`config.mk`:
```
export PLATFORM = sky130hd
export DESIGN_NAME = cabin_light_glow_controller_core
export DESIGN_NICKNAME = d
export VERILOG_FILES = /design/src/rtl/clgc_pkg.sv /design/src/rtl/clgc_csr.sv /design/src/rtl/clgc_in_stage.sv /design/src/rtl/clgc_glow_engine.sv /design/src/rtl/clgc_out_stage.sv /design/src/rtl/cabin_light_glow_controller_core.sv
export SDC_FILE = /design/constraint.sdc
export NUM_CORES = 1
export LEC_CHECK = 0
export ABC_AREA = 1
export BUFFER_PORTS_ARGS = -buffer_cell sky130_fd_sc_hd__buf_2
export CORE_UTILIZATION = 60
export CTS_BUF_LIST = sky130_fd_sc_hd__clkbuf_4
export CTS_CLUSTER_DIAMETER = 80
export CTS_CLUSTER_SIZE = 14
export DETAILED_ROUTE_END_ITERATION = 10
export PLACE_DENSITY_LB_ADDON = 0.3
export SETUP_SLACK_MARGIN = 0.02
export SYNTH_ARGS = -nofsm -noshare
export SYNTH_HDL_FRONTEND = slang
export SYNTH_HIERARCHICAL = 1
export SYNTH_SLANG_ARGS = --single-unit
```
`constraint.sdc`:
```
create_clock -name clock -period 5.25 [get_ports clock]
set_input_delay 1.05 -clock clock [delete_from_list [all_inputs] [get_ports clock]]
set_output_delay 1.05 -clock clock [all_outputs]
set_load 0.01 [all_outputs]
```
`src/rtl/clgc_pkg.sv`:
```
package clgc_pkg;

   localparam int LEVEL_WIDTH     = 7;
   localparam int DELAY_WIDTH     = 8;
   localparam int LIGHT_COUNT     = 3;
   localparam int SPOT_COUNT      = 2;
   localparam int CSR_DATA_WIDTH  = 8;
   localparam int CSR_INDEX_WIDTH = 1;

   localparam logic [DELAY_WIDTH-1:0] OFF_DELAY_RESET  = 8'd60;
   localparam logic [LEVEL_WIDTH-1:0] FULL_LEVEL_RESET = 7'd100;

   typedef enum logic [1:0] {
      OP_LEFT_DOOR   = 2'd0,
      OP_RIGHT_DOOR  = 2'd1,
      OP_SECOND_TICK = 2'd2,
      OP_FADE_TICK   = 2'd3
   } op_type;

   typedef enum logic [CSR_INDEX_WIDTH-1:0] {
      CSR_OFF_DELAY  = 1'b0,
      CSR_FULL_LEVEL = 1'b1
   } csr_index_type;

   typedef struct packed {
      logic [DELAY_WIDTH-1:0] off_delay_seconds;
      logic [LEVEL_WIDTH-1:0] full_level;
   } cfg_type;

   typedef struct packed {
      op_type operation;
      logic   door_open;
      logic   dome_switch_on;
      logic   left_button_pressed;
      logic   right_button_pressed;
      logic   key_on;
      logic   key_run;
   } item_type;

   typedef struct packed {
      logic [LEVEL_WIDTH-1:0] dome_level;
      logic [LEVEL_WIDTH-1:0] left_level;
      logic [LEVEL_WIDTH-1:0] right_level;
      logic [DELAY_WIDTH-1:0] left_delay;
      logic [DELAY_WIDTH-1:0] right_delay;
      logic [LIGHT_COUNT-1:0] fading_mask;
   } result_type;

   // light index 0 is the dome, 1 driver spot, 2 passenger spot;
   // spot-only fields use index 0 driver, 1 passenger
   typedef struct packed {
      logic [LIGHT_COUNT-1:0][LEVEL_WIDTH-1:0] level;
      logic [LIGHT_COUNT-1:0]                  glow_up;
      logic [LIGHT_COUNT-1:0]                  glow_active;
      logic [SPOT_COUNT-1:0]                   door_triggered;
      logic [SPOT_COUNT-1:0][DELAY_WIDTH-1:0]  delay;
      logic [SPOT_COUNT-1:0]                   button_last;
      logic                                    dome_switch_last;
      logic                                    key_on_last;
      logic                                    key_run_last;
   } state_type;

endpackage

```
`src/rtl/clgc_csr.sv`:
```
module clgc_csr (
   input  logic                                 clock,
   input  logic                                 reset,
   input  logic                                 csr_write_enable,
   input  logic [clgc_pkg::CSR_INDEX_WIDTH-1:0] csr_index,
   input  logic [clgc_pkg::CSR_DATA_WIDTH-1:0]  csr_write_data,
   output clgc_pkg::cfg_type                    cfg
);
   import clgc_pkg::*;

   cfg_type cfg_ff;
   cfg_type cfg_in;

   always_comb begin
      cfg_in = cfg_ff;
      if (csr_write_enable) begin
         unique case (csr_index_type'(csr_index))
            CSR_OFF_DELAY: begin
               cfg_in.off_delay_seconds = csr_write_data[DELAY_WIDTH-1:0];
            end
            CSR_FULL_LEVEL: begin
               cfg_in.full_level = csr_write_data[LEVEL_WIDTH-1:0];
            end
            default: begin
               cfg_in = cfg_ff;
            end
         endcase
      end
   end

   always_ff @(posedge clock) begin
      if (reset) begin
         cfg_ff.off_delay_seconds <= OFF_DELAY_RESET;
         cfg_ff.full_level        <= FULL_LEVEL_RESET;
      end else begin
         cfg_ff <= cfg_in;
      end
   end

   assign cfg = cfg_ff;

endmodule

```
`src/rtl/clgc_in_stage.sv`:
```
module clgc_in_stage (
   input  logic               clock,
   input  logic               reset,
   input  logic               req_valid,
   output logic               req_ready,
   input  clgc_pkg::item_type req_item,
   input  logic               advance,
   output logic               item_valid,
   output clgc_pkg::item_type item
);
   import clgc_pkg::*;

   logic     valid_ff;
   logic     valid_in;
   item_type item_ff;

   // free when empty or when the held beat moves on this cycle
   assign req_ready = !valid_ff || advance;
   assign valid_in  = req_valid || (valid_ff && !advance);

   always_ff @(posedge clock) begin
      if (reset) begin
         valid_ff <= 1'b0;
      end else begin
         valid_ff <= valid_in;
      end
   end

   always_ff @(posedge clock) begin
      if (req_valid && req_ready) begin
         item_ff <= req_item;
      end
   end

   assign item_valid = valid_ff;
   assign item       = item_ff;

endmodule

```
`src/rtl/clgc_glow_engine.sv`:
```
module clgc_glow_engine (
   input  logic                 clock,
   input  logic                 reset,
   input  clgc_pkg::cfg_type    cfg,
   input  clgc_pkg::item_type   item,
   input  logic                 advance,
   output clgc_pkg::result_type result
);
   import clgc_pkg::*;

   state_type state_ff;
   state_type state_in;

   always_comb begin
      logic                  side;
      logic [1:0]            li;
      logic [SPOT_COUNT-1:0] btn;

      side     = item.operation[0];
      li       = {1'b0, side} + 2'd1;
      btn      = {item.right_button_pressed, item.left_button_pressed};
      state_in = state_ff;

      unique case (item.operation)
         OP_LEFT_DOOR, OP_RIGHT_DOOR: begin
            state_in.glow_active[li] = 1'b1;
            if (item.door_open) begin
               state_in.glow_up[li]          = 1'b1;
               state_in.door_triggered[side] = 1'b1;
               if (state_ff.delay[side] != '0) begin
                  state_in.delay[side] = cfg.off_delay_seconds;
               end
            end else begin
               // hold at full after close with engine on but not cranked
               if (state_ff.key_on_last && !state_ff.key_run_last &&
                   state_ff.door_triggered[side] &&
                   state_ff.level[li] == cfg.full_level) begin
                  state_in.delay[side] = cfg.off_delay_seconds;
               end
               state_in.glow_up[li] = 1'b0;
            end
         end

         OP_SECOND_TICK: begin
            for (int s = 0; s < SPOT_COUNT; s++) begin
               if (!state_ff.key_on_last) begin
                  state_in.delay[s] = '0;
               end else if (state_ff.delay[s] != '0) begin
                  state_in.delay[s] = state_ff.delay[s] - 8'd1;
               end
            end
         end

         OP_FADE_TICK: begin
            if (item.dome_switch_on != state_ff.dome_switch_last) begin
               state_in.glow_active[0]   = 1'b1;
               state_in.glow_up[0]       = item.dome_switch_on;
               state_in.dome_switch_last = item.dome_switch_on;
            end
            state_in.key_on_last = item.key_on;

            if (item.key_run != state_ff.key_run_last) begin
               state_in.key_run_last = item.key_run;
               for (int s = 0; s < SPOT_COUNT; s++) begin
                  if (state_in.delay[s] != '0) begin
                     state_in.delay[s]       = '0;
                     state_in.glow_up[s + 1] = 1'b0;
                  end
               end
            end

            for (int s = 0; s < SPOT_COUNT; s++) begin
               if (btn[s] && !state_ff.button_last[s]) begin
                  if (state_in.level[s + 1] != '0 && state_in.delay[s] != '0) begin
                     state_in.delay[s]       = '0;
                     state_in.glow_up[s + 1] = 1'b0;
                  end else begin
                     state_in.glow_up[s + 1] = !state_in.glow_up[s + 1];
                  end
                  state_in.glow_active[s + 1] = 1'b1;
               end
               state_in.button_last[s] = btn[s];
            end

            // one fade step per active light; spots glowing down hold while a delay runs
            for (int i = 0; i < LIGHT_COUNT; i++) begin
               if (state_in.glow_active[i]) begin
                  if (state_in.glow_up[i]) begin
                     if (state_in.level[i] < cfg.full_level) begin
                        state_in.level[i] = state_in.level[i] + 7'd1;
                        if (state_in.level[i] >= cfg.full_level) begin
                           state_in.glow_active[i] = 1'b0;
                        end
                     end
                  end else if (state_in.level[i] != '0) begin
                     if (i == 0 || state_in.delay[(i == 0) ? 0 : i - 1] == '0) begin
                        state_in.level[i] = state_in.level[i] - 7'd1;
                        if (state_in.level[i] == '0) begin
                           state_in.glow_active[i] = 1'b0;
                        end
                     end
                  end
               end
            end
         end

         default: begin
            state_in = state_ff;
         end
      endcase
   end

   always_ff @(posedge clock) begin
      if (reset) begin
         state_ff <= '0;
      end else if (advance) begin
         state_ff <= state_in;
      end
   end

   assign result.dome_level  = state_in.level[0];
   assign result.left_level  = state_in.level[1];
   assign result.right_level = state_in.level[2];
   assign result.left_delay  = state_in.delay[0];
   assign result.right_delay = state_in.delay[1];
   assign result.fading_mask = state_in.glow_active;

endmodule

```
`src/rtl/clgc_out_stage.sv`:
```
module clgc_out_stage (
   input  logic                 clock,
   input  logic                 reset,
   input  logic                 load,
   input  clgc_pkg::result_type result,
   output logic                 room,
   output logic                 rsp_valid,
   input  logic                 rsp_ready,
   output clgc_pkg::result_type rsp_result
);
   import clgc_pkg::*;

   logic       valid_ff;
   logic       valid_in;
   result_type result_ff;

   assign room     = !valid_ff || rsp_ready;
   assign valid_in = load || (valid_ff && !rsp_ready);

   always_ff @(posedge clock) begin
      if (reset) begin
         valid_ff <= 1'b0;
      end else begin
         valid_ff <= valid_in;
      end
   end

   always_ff @(posedge clock) begin
      if (load) begin
         result_ff <= result;
      end
   end

   assign rsp_valid  = valid_ff;
   assign rsp_result = result_ff;

endmodule

```
`src/rtl/cabin_light_glow_controller_core.sv`:
```
// Cabin light glow controller: fades a dome light and two door spotlights.
//
// Request channel (req_*): one beat per event - left door, right door,
// one-second tick, or fade tick carrying sampled switch/button/ignition levels.
// Response channel (rsp_*): exactly one beat per request beat, in order,
// carrying all three levels, both off-delay counters and the fading mask.
// CSR port (csr_*): write-only, no wait; index 0 off-delay seconds,
// index 1 full level. Write only while no beats are in flight.
//
// Path: a request accepted on req_* is held in the input register, then
// one pass of update logic writes its result into the response register.
// Throughput: one beat per cycle while the receiver keeps rsp_ready high.
// A stalled receiver holds the response register; the input register still
// takes one more beat, after which req_ready drops until rsp_ready returns.
// Reset (synchronous) empties both registers, zeroes all light state and
// loads the CSRs with 60 seconds and full level 100.
module cabin_light_glow_controller_core (
   input  logic                                 clock,
   input  logic                                 reset,

   input  logic                                 req_valid,
   output logic                                 req_ready,
   input  logic [1:0]                           req_operation,
   input  logic                                 req_door_open,
   input  logic                                 req_dome_switch_on,
   input  logic                                 req_left_button_pressed,
   input  logic                                 req_right_button_pressed,
   input  logic                                 req_key_on,
   input  logic                                 req_key_run,

   output logic                                 rsp_valid,
   input  logic                                 rsp_ready,
   output logic [clgc_pkg::LEVEL_WIDTH-1:0]     rsp_dome_level,
   output logic [clgc_pkg::LEVEL_WIDTH-1:0]     rsp_left_level,
   output logic [clgc_pkg::LEVEL_WIDTH-1:0]     rsp_right_level,
   output logic [clgc_pkg::DELAY_WIDTH-1:0]     rsp_left_delay,
   output logic [clgc_pkg::DELAY_WIDTH-1:0]     rsp_right_delay,
   output logic [clgc_pkg::LIGHT_COUNT-1:0]     rsp_fading_mask,

   input  logic                                 csr_write_enable,
   input  logic [clgc_pkg::CSR_INDEX_WIDTH-1:0] csr_index,
   input  logic [clgc_pkg::CSR_DATA_WIDTH-1:0]  csr_write_data
);
   import clgc_pkg::*;

   cfg_type    cfg;
   item_type   req_item;
   item_type   item;
   logic       item_valid;
   logic       room;
   logic       advance;
   result_type result;
   result_type rsp_result;

   assign req_item.operation            = op_type'(req_operation);
   assign req_item.door_open            = req_door_open;
   assign req_item.dome_switch_on       = req_dome_switch_on;
   assign req_item.left_button_pressed  = req_left_button_pressed;
   assign req_item.right_button_pressed = req_right_button_pressed;
   assign req_item.key_on               = req_key_on;
   assign req_item.key_run              = req_key_run;

   // the held event commits to light state when the response slot frees up
   assign advance = item_valid && room;

   clgc_csr u_csr (
      .clock            (clock),
      .reset            (reset),
      .csr_write_enable (csr_write_enable),
      .csr_index        (csr_index),
      .csr_write_data   (csr_write_data),
      .cfg              (cfg)
   );

   clgc_in_stage u_in_stage (
      .clock      (clock),
      .reset      (reset),
      .req_valid  (req_valid),
      .req_ready  (req_ready),
      .req_item   (req_item),
      .advance    (advance),
      .item_valid (item_valid),
      .item       (item)
   );

   clgc_glow_engine u_glow_engine (
      .clock   (clock),
      .reset   (reset),
      .cfg     (cfg),
      .item    (item),
      .advance (advance),
      .result  (result)
   );

   clgc_out_stage u_out_stage (
      .clock      (clock),
      .reset      (reset),
      .load       (advance),
      .result     (result),
      .room       (room),
      .rsp_valid  (rsp_valid),
      .rsp_ready  (rsp_ready),
      .rsp_result (rsp_result)
   );

   assign rsp_dome_level  = rsp_result.dome_level;
   assign rsp_left_level  = rsp_result.left_level;
   assign rsp_right_level = rsp_result.right_level;
   assign rsp_left_delay  = rsp_result.left_delay;
   assign rsp_right_delay = rsp_result.right_delay;
   assign rsp_fading_mask = rsp_result.fading_mask;

endmodule

```
==> reports/results.ini, run 1 <==
[status]
outcome=complete, but fails checks
violations=design-rule violations

[detailed_routing]
routedWlPerCell_um=15.2
dr_total_vias=8503
via_per_inst=5.73
wl_um=22600
drcViolationCount=8
ant_nets=0
drt_iter0_markers=922
drt-pass1-iter-count=9

[worst_setup_path]
required_ns=5.73
critPathLaunchType=register
critPathSlowestCell=edfxtp_1
cp_cell_sequence=inv_2 > nand2_1 > nand2_1 > nand2_1 > nand4_1 > nor3_4 > nand2_4 > o21ai_0 > nand2_1 > nand2_1 > nand3_1 > nand2_1 > inv_1
cp_max_fo=37
crit_arrival_ns=4.00
critical-path-max-stage-delay_ns=1.10
rrSetupSlack_ns=1.72
crit_type=register to register
cp-end-kind=register
cp_common_cell=nand2_1

[logic_synthesis]
yosys_warnings=6
synth_compound_area_share_pct=16.1
ys_seq_area_share_pct=30.8
synth_cell_types=48
synth_top_family_by_area=simple AND/OR/NAND/NOR gates
synthXorXnorAreaFrac_pct=4.07
synth-seq-cells=115
synth_area_um2=9040
synthAdderAreaFrac_pct=8.30
syn-mean-instance-area_um2=7.03
synth-simple-area-share_pct=26.5
synth_flop_cell=dfxtp_1
synth_cells=1286
synth-edff-count=48
ys_async_sr_fraction_pct=0
synth.area.mux_share_pct=0
synth_fp_nets=1368

[layout]
mostFrequentLayoutCells=nand2_1 (267), inv_1 (172), nand3_1 (122)
final_common_cell=nand2_1
layout.nets=1368
fillers=1372
final_cells=1484
area_growth_pct=3.32
drive_above_1_share_pct=13.3
stdcell_area_um2=9340

[grt]
grt_pass1_wl_um=36800
track_usage_pct=29.7
grt_overflow=0
grt_pass1_vias=7553
grt_max_degree=53
antenna_found_initial=1

[cts]
cts_tree=built
ctsHoldBuffers=0
htreeDepth=4
post_cts_buffers=0
clkSlewWorstSetupHoldPaths_ns=0.12
cts-root-buf=clkbuf_4
cts_sinks=115
cts_buffers=17
cts-resized-gates=0
clock_path_buffers=2
clock_latency_ns=0.57

[placed_design]
port_buffers=63
dp_hpwl_um=16200
placed_area_um2=9080
gp_congestion=0.949
place_inst=1451

[sta]
rsz0062_at_grt=no
maxSlewViolCount=0
hold_ws_ns=0.462
max-slew-margin-rel_pct=16.5
min_period_ns=3.53
period_share_pct=67.2
max_slew.worst_pin.slew_ns=1.25
finalSetupTns_ns=0
fmax_ghz=0.284
setup_violations=0
finalHoldViolCount=0
finalClockSkew_ns=0.0164

[floorplanning]
die-width_um=125
ios=64
initial_core_util_pct=61.8
core_area_um2=14600
die_y_um=125
num_rows=44
dieArea_um2=15600

[power_and_ir_drop]
p_leak_nw=4.67
total_power_mw=2.52
vdd_ir_drop_max_uv=236
pwr_density_cell_nw_per_um2=269

[hold_path]
hold_class=register to register

[run]
maxCapViolCount=0

[worst max-delay path, delay by kind of cell (launching register included)]
family | cells | cell delay [ns]
buffers and inverters | 2 | 0.46
AOI/OAI and AO/OA | 1 | 0.21
and+or+nand+nor | 10 | 1.64
DFF | 1 | 1.10
[synthesized netlist by cell type, types with 2 or more instances]
cell       instances  area [um^2]
a21oi_1           72          360
a21oi_2           10         87.6
a31oi_1            4         25.0
a32o_1             7         70.1
buf_1              2         7.51
buf_2             11         55.1
buf_4             46          345
buf_6              5         56.3
clkbuf_1          23         86.3
clkinv_1           5         18.8
clkinv_2           2         10.0
dfxtp_1           67         1340
edfxtp_1          48         1440
ha_1              60          751
inv_1            173          649
inv_2             18         67.6
nand2_1          267         1000
nand2_2           11         68.8
nand2_4            2         22.5
nand3_1          122          611
nand3_2            2         20.0
nand3b_1           2         15.0
nand4_1           15         93.8
nor2_1            80          300
nor2_2             7         43.8
nor2_4             6         67.6
nor3_1             9         45.0
nor3_4             2         32.5
o2111ai_1          3         26.3
o211ai_1          16          120
o21a_1             3         22.5
o21ai_0           94          470
o21ai_1           20          100
o21ai_2            7         61.3
o21bai_1           7         52.6
o22ai_1            3         18.8
o31ai_1            3         22.5
or2_2              2         12.5
xnor2_1            4         35.0
xor2_1            38          333
[where the power goes]
part	leakage [nW]	switching (mW)	internal (mW)
Clock	0.143	0.388	0.237
Sequential	1.02	0.0807	1.01
Combinational	3.51	0.531	0.269
[cell type report]
cell class	instances	area, um^2	share of cell area, %
clock buffers	17	128	1.37
flip-flops and latches	115	2780	29.8
repair buffers	68	353	3.78
well taps	184	230	2.46
inverters	198	747	7.99
clock inverters	15	133	1.42
multi-input cells	886	4970	53.2
diodes	1	2.50	0.0268
[per-layer routing]
| metal | GRT usage [%] | wire length (um) | part of all wire, % | vias up |
|---|---|---|---|---|
| met2 | 44.5 | 10000 | 44 | 357 |
| met3 | 6.06 | 1830 | 8.1 | 49 |
| met4 | 13.0 | 517 | 2.3 | 0 |
| li1 | - | - | - | 4205 |
| met5 | 0 | 0 | 0 | - |
| met1 | 41.2 | 10200 | 45 | 3892 |
[sequential cells by signal, indices dropped and copies added (netlist names)]
register	cells
u_in_stage/item	8
u_out_stage/rsp_valid	1
u_out_stage/rsp_result	40
u_in_stage/item_valid	1
u_glow_engine/state_ff	50
u_csr/cfg	15
[through the flow]
step,worst slack [ns],utilization [%]
2_1_floorplan,1.83,-
3_3_place_gp,1.98,62.0
3_5_place_dp,1.85,62.0
4_1_cts,1.81,63.8
5_1_grt,1.46,63.8
6_report,1.72,63.8
[worst paths after layout]
kind,end,cells after the start,start
worst min-delay path,u_glow_engine/state_ff[22],2,u_glow_engine/state_ff[22]
worst max-delay path,u_glow_engine/state_ff[20],13,u_in_stage/item[6]
worst min register to register,u_glow_engine/state_ff[22],2,u_glow_engine/state_ff[22]
worst max register to register,u_glow_engine/state_ff[20],13,u_in_stage/item[6]
[logic make-up after synthesis]
logic type | after synthesis
buffers and inverters | 285
DFF | 115
AOI/OAI and AO/OA | 251
xor gates and xnor gates | 42
and+or+nand+nor | 533
adders and majority gates | 60
Note: power is estimated with default switching activity, not from simulation.
==> inputs of run 2 (changes only) <==
- clock period: 5.25 -> 3.3 ns (I/O delays scaled with it)
==> run 2 against run 1 <==
The flow still finishes with violations (design-rule violations); via count fell by 0.55%; clock skew increased by 0.0038 ns; sequential share of layout area fell by 0.47 points; sequential cell count unchanged; combinational power is 64% higher; first-iteration DRC count shrank 17%; global-route usage increased by 0.72 points; setup slack lost 1.2 ns; critical path depth up 5; routed wire length is 1.9% higher; critical path type unchanged; critical endpoint is now u_out_stage/rsp_result[27]; largest power group unchanged; highest routed layer unchanged.
==> reports/results.ini, run 2 (synthesis results as in run 1) <==
[cts]
cts-resized-gates=0  ; unchanged
cts_sinks=115  ; unchanged
cts_buffers=17  ; unchanged
clock_path_buffers=2  ; unchanged
ctsHoldBuffers=0  ; unchanged
htreeDepth=4  ; unchanged
cts-root-buf=clkbuf_4
cts_tree=built
post_cts_buffers=0  ; unchanged
clkSlewWorstSetupHoldPaths_ns=0.12  ; about the same
clock_latency_ns=0.57  ; about the same

[detailed_routing]
wl_um=23000  ; +1.9%
drt_iter0_markers=762  ; -17%
drcViolationCount=8  ; unchanged
routedWlPerCell_um=15.4  ; +1.1%
dr_total_vias=8456  ; -0.55%
drt-pass1-iter-count=9  ; unchanged
ant_nets=0  ; unchanged
via_per_inst=5.65  ; -1.4%

[sta]
max_slew.worst_pin.slew_ns=0.843  ; -0.403 ns
max-slew-margin-rel_pct=43.7  ; +27 points
setup_violations=0  ; unchanged
finalClockSkew_ns=0.0202  ; +0.00381 ns
fmax_ghz=0.354  ; +25%
period_share_pct=85.6  ; +18 points
maxSlewViolCount=0  ; unchanged
finalSetupTns_ns=0  ; unchanged
hold_ws_ns=0.255  ; -0.207 ns
rsz0062_at_grt=no
finalHoldViolCount=0  ; unchanged
min_period_ns=2.83  ; -0.701 ns

[grt]
busiest_layer=met2
globalRouteMet3Util_pct=6.87  ; +0.82 points
antenna_found_initial=1  ; unchanged
met2_usage_pct=48.1  ; +3.5 points
grtUsageMet1_pct=39.8  ; -1.4 points
grt_overflow=0  ; unchanged
track_usage_pct=30.4  ; +0.72 points
grt_pass1_vias=7714  ; +2.1%
grt_pass1_wl_um=37600  ; +2.3%
grt_max_degree=101  ; +91%

[worst_setup_path]
reg2reg_depth=18  ; +5
worstReg2RegEnd=u_out_stage/rsp_result[27]
crit_arrival_ns=3.16  ; -0.84 ns
r2r-start=u_glow_engine/state_ff[5]
cp-end-kind=register
cp_max_fo=12  ; -68%
required_ns=3.63  ; -2.10 ns
crit_type=register to register
rrSetupSlack_ns=0.47  ; -1.25 ns
critPathLaunchType=register

[layout]
largest_register=u_glow_engine/state_ff
area_growth_pct=4.99
multiInputGateArea_um2=4970  ; unchanged
largest_reg_flops=50  ; unchanged
drive_above_1_share_pct=14.0  ; +0.72 points
regArea_um2=2780  ; unchanged
final_common_cell=nand2_1
mostFrequentLayoutCells=nand2_1 (267), inv_1 (172), nand3_1 (122)
stdcell_area_um2=9500  ; +1.6%
layout.nets=1380  ; +0.88%
fillers=1350  ; -1.6%

[power_and_ir_drop]
p_leak_nw=4.75  ; +1.7%
pwr_density_cell_nw_per_um2=440  ; +63%
vdd_ir_drop_max_uv=280  ; +19%

[hold_path]
hold_depth=1  ; -1
min_to=u_in_stage/item[1]
hold_class=primary input to register
min-delay-start=req_key_on

[floorplanning]
initial_core_util_pct=61.8  ; unchanged
dieArea_um2=15600  ; unchanged
die_y_um=125  ; unchanged
die-width_um=125  ; unchanged
num_rows=44  ; unchanged
ios=64  ; unchanged
core_area_um2=14600  ; unchanged

[run]
maxCapViolCount=0  ; unchanged

[placed_design]
dp_hpwl_um=16500  ; +1.7%
placed_area_um2=9180  ; +1.1%
port_buffers=63  ; unchanged
gp_congestion=0.948  ; about the same

[status]
violations=design-rule violations
outcome=complete, but fails checks

-- run 2: cell types whose count changed in the layout (fill, tap and decap cells not counted), sizes merged --
| cell | previous run | this run |
|---|---|---|
| clkinv | 16 | 14 |
| buf | 68 | 80 |
| clkinvlp | 2 | 3 |
| bufinv | 1 | 3 |
| inv | 194 | 193 |
-- run 2: through the flow --
| stage | power [mW] | util (%) | setup WS (ns) | std cells |
|---|---|---|---|---|
| 3_3_place_gp | 3.01 | 62.7 | 0.644 | 1463 |
| 3_5_place_dp | 3.04 | 62.7 | 0.566 | 1463 |
| 6_report | 4.17 | 64.8 | 0.474 | 1496 |
| 4_1_cts | 4.18 | 64.8 | 0.521 | 1495 |
| 2_1_floorplan | 2.79 | - | 0.273 | 1286 |
| 5_1_grt | 4.44 | 64.8 | 0.197 | 1496 |
-- run 2: worst max path at each step --
stage,from,slack (ns),end
final,u_glow_engine/state_ff[5],0.47,u_out_stage/rsp_result[27]
after global routing,u_glow_engine/state_ff[15],0.20,u_glow_engine/state_ff[43]
after CTS,u_glow_engine/state_ff[5],0.52,u_out_stage/rsp_result[27]
after detailed placement,u_glow_engine/state_ff[5],0.57,u_out_stage/rsp_result[27]
after global placement,u_glow_engine/state_ff[5],0.64,u_out_stage/rsp_result[1]
after floorplan,rsp_ready,0.27,u_glow_engine/state_ff[26]
-- run 2: per-layer routing --
layer	wire [um]	part of all wire [%]
met1	10200	44
met5	0	0
met4	583	2.5
met2	10400	45
met3	1880	8.2
-- run 2: area by class of cell --
cell class / instances / area share [%]
Tap cell: 184 / 2.42
Inverter: 198 / 7.87
Antenna cell: 1 / 0.0264
Clock buffer: 17 / 1.34
Multi-Input combinational cell: 886 / 52.3
Timing Repair Buffer: 80 / 4.80
Clock inverter: 15 / 1.91
Sequential cell: 115 / 29.3
-- run 2: worst max-delay path: stages (launching register included) --
cell	delay, ns
dfxtp_1	0.38
inv_1	0.16
ha_1	0.19
nand2_2	0.07
nor2_1	0.23
ha_1	0.22
inv_1	0.04
nand2_1	0.05
o21ai_0	0.09
nand2_1	0.09
nand2_2	0.14
o21ai_0	0.18
nand2_1	0.15
nor2_4	0.20
nand3_1	0.09
nand3_1	0.10
nand2_1	0.06
nand2_1	0.08
inv_1	0.04
-- run 2: where the power goes --
part	internal [mW]	leakage, nW	switching (mW)	total [mW]
clock network	0.531	0.158	0.611	1.14
registers	1.61	1.02	0.116	1.72
logic	0.447	3.57	0.863	1.31
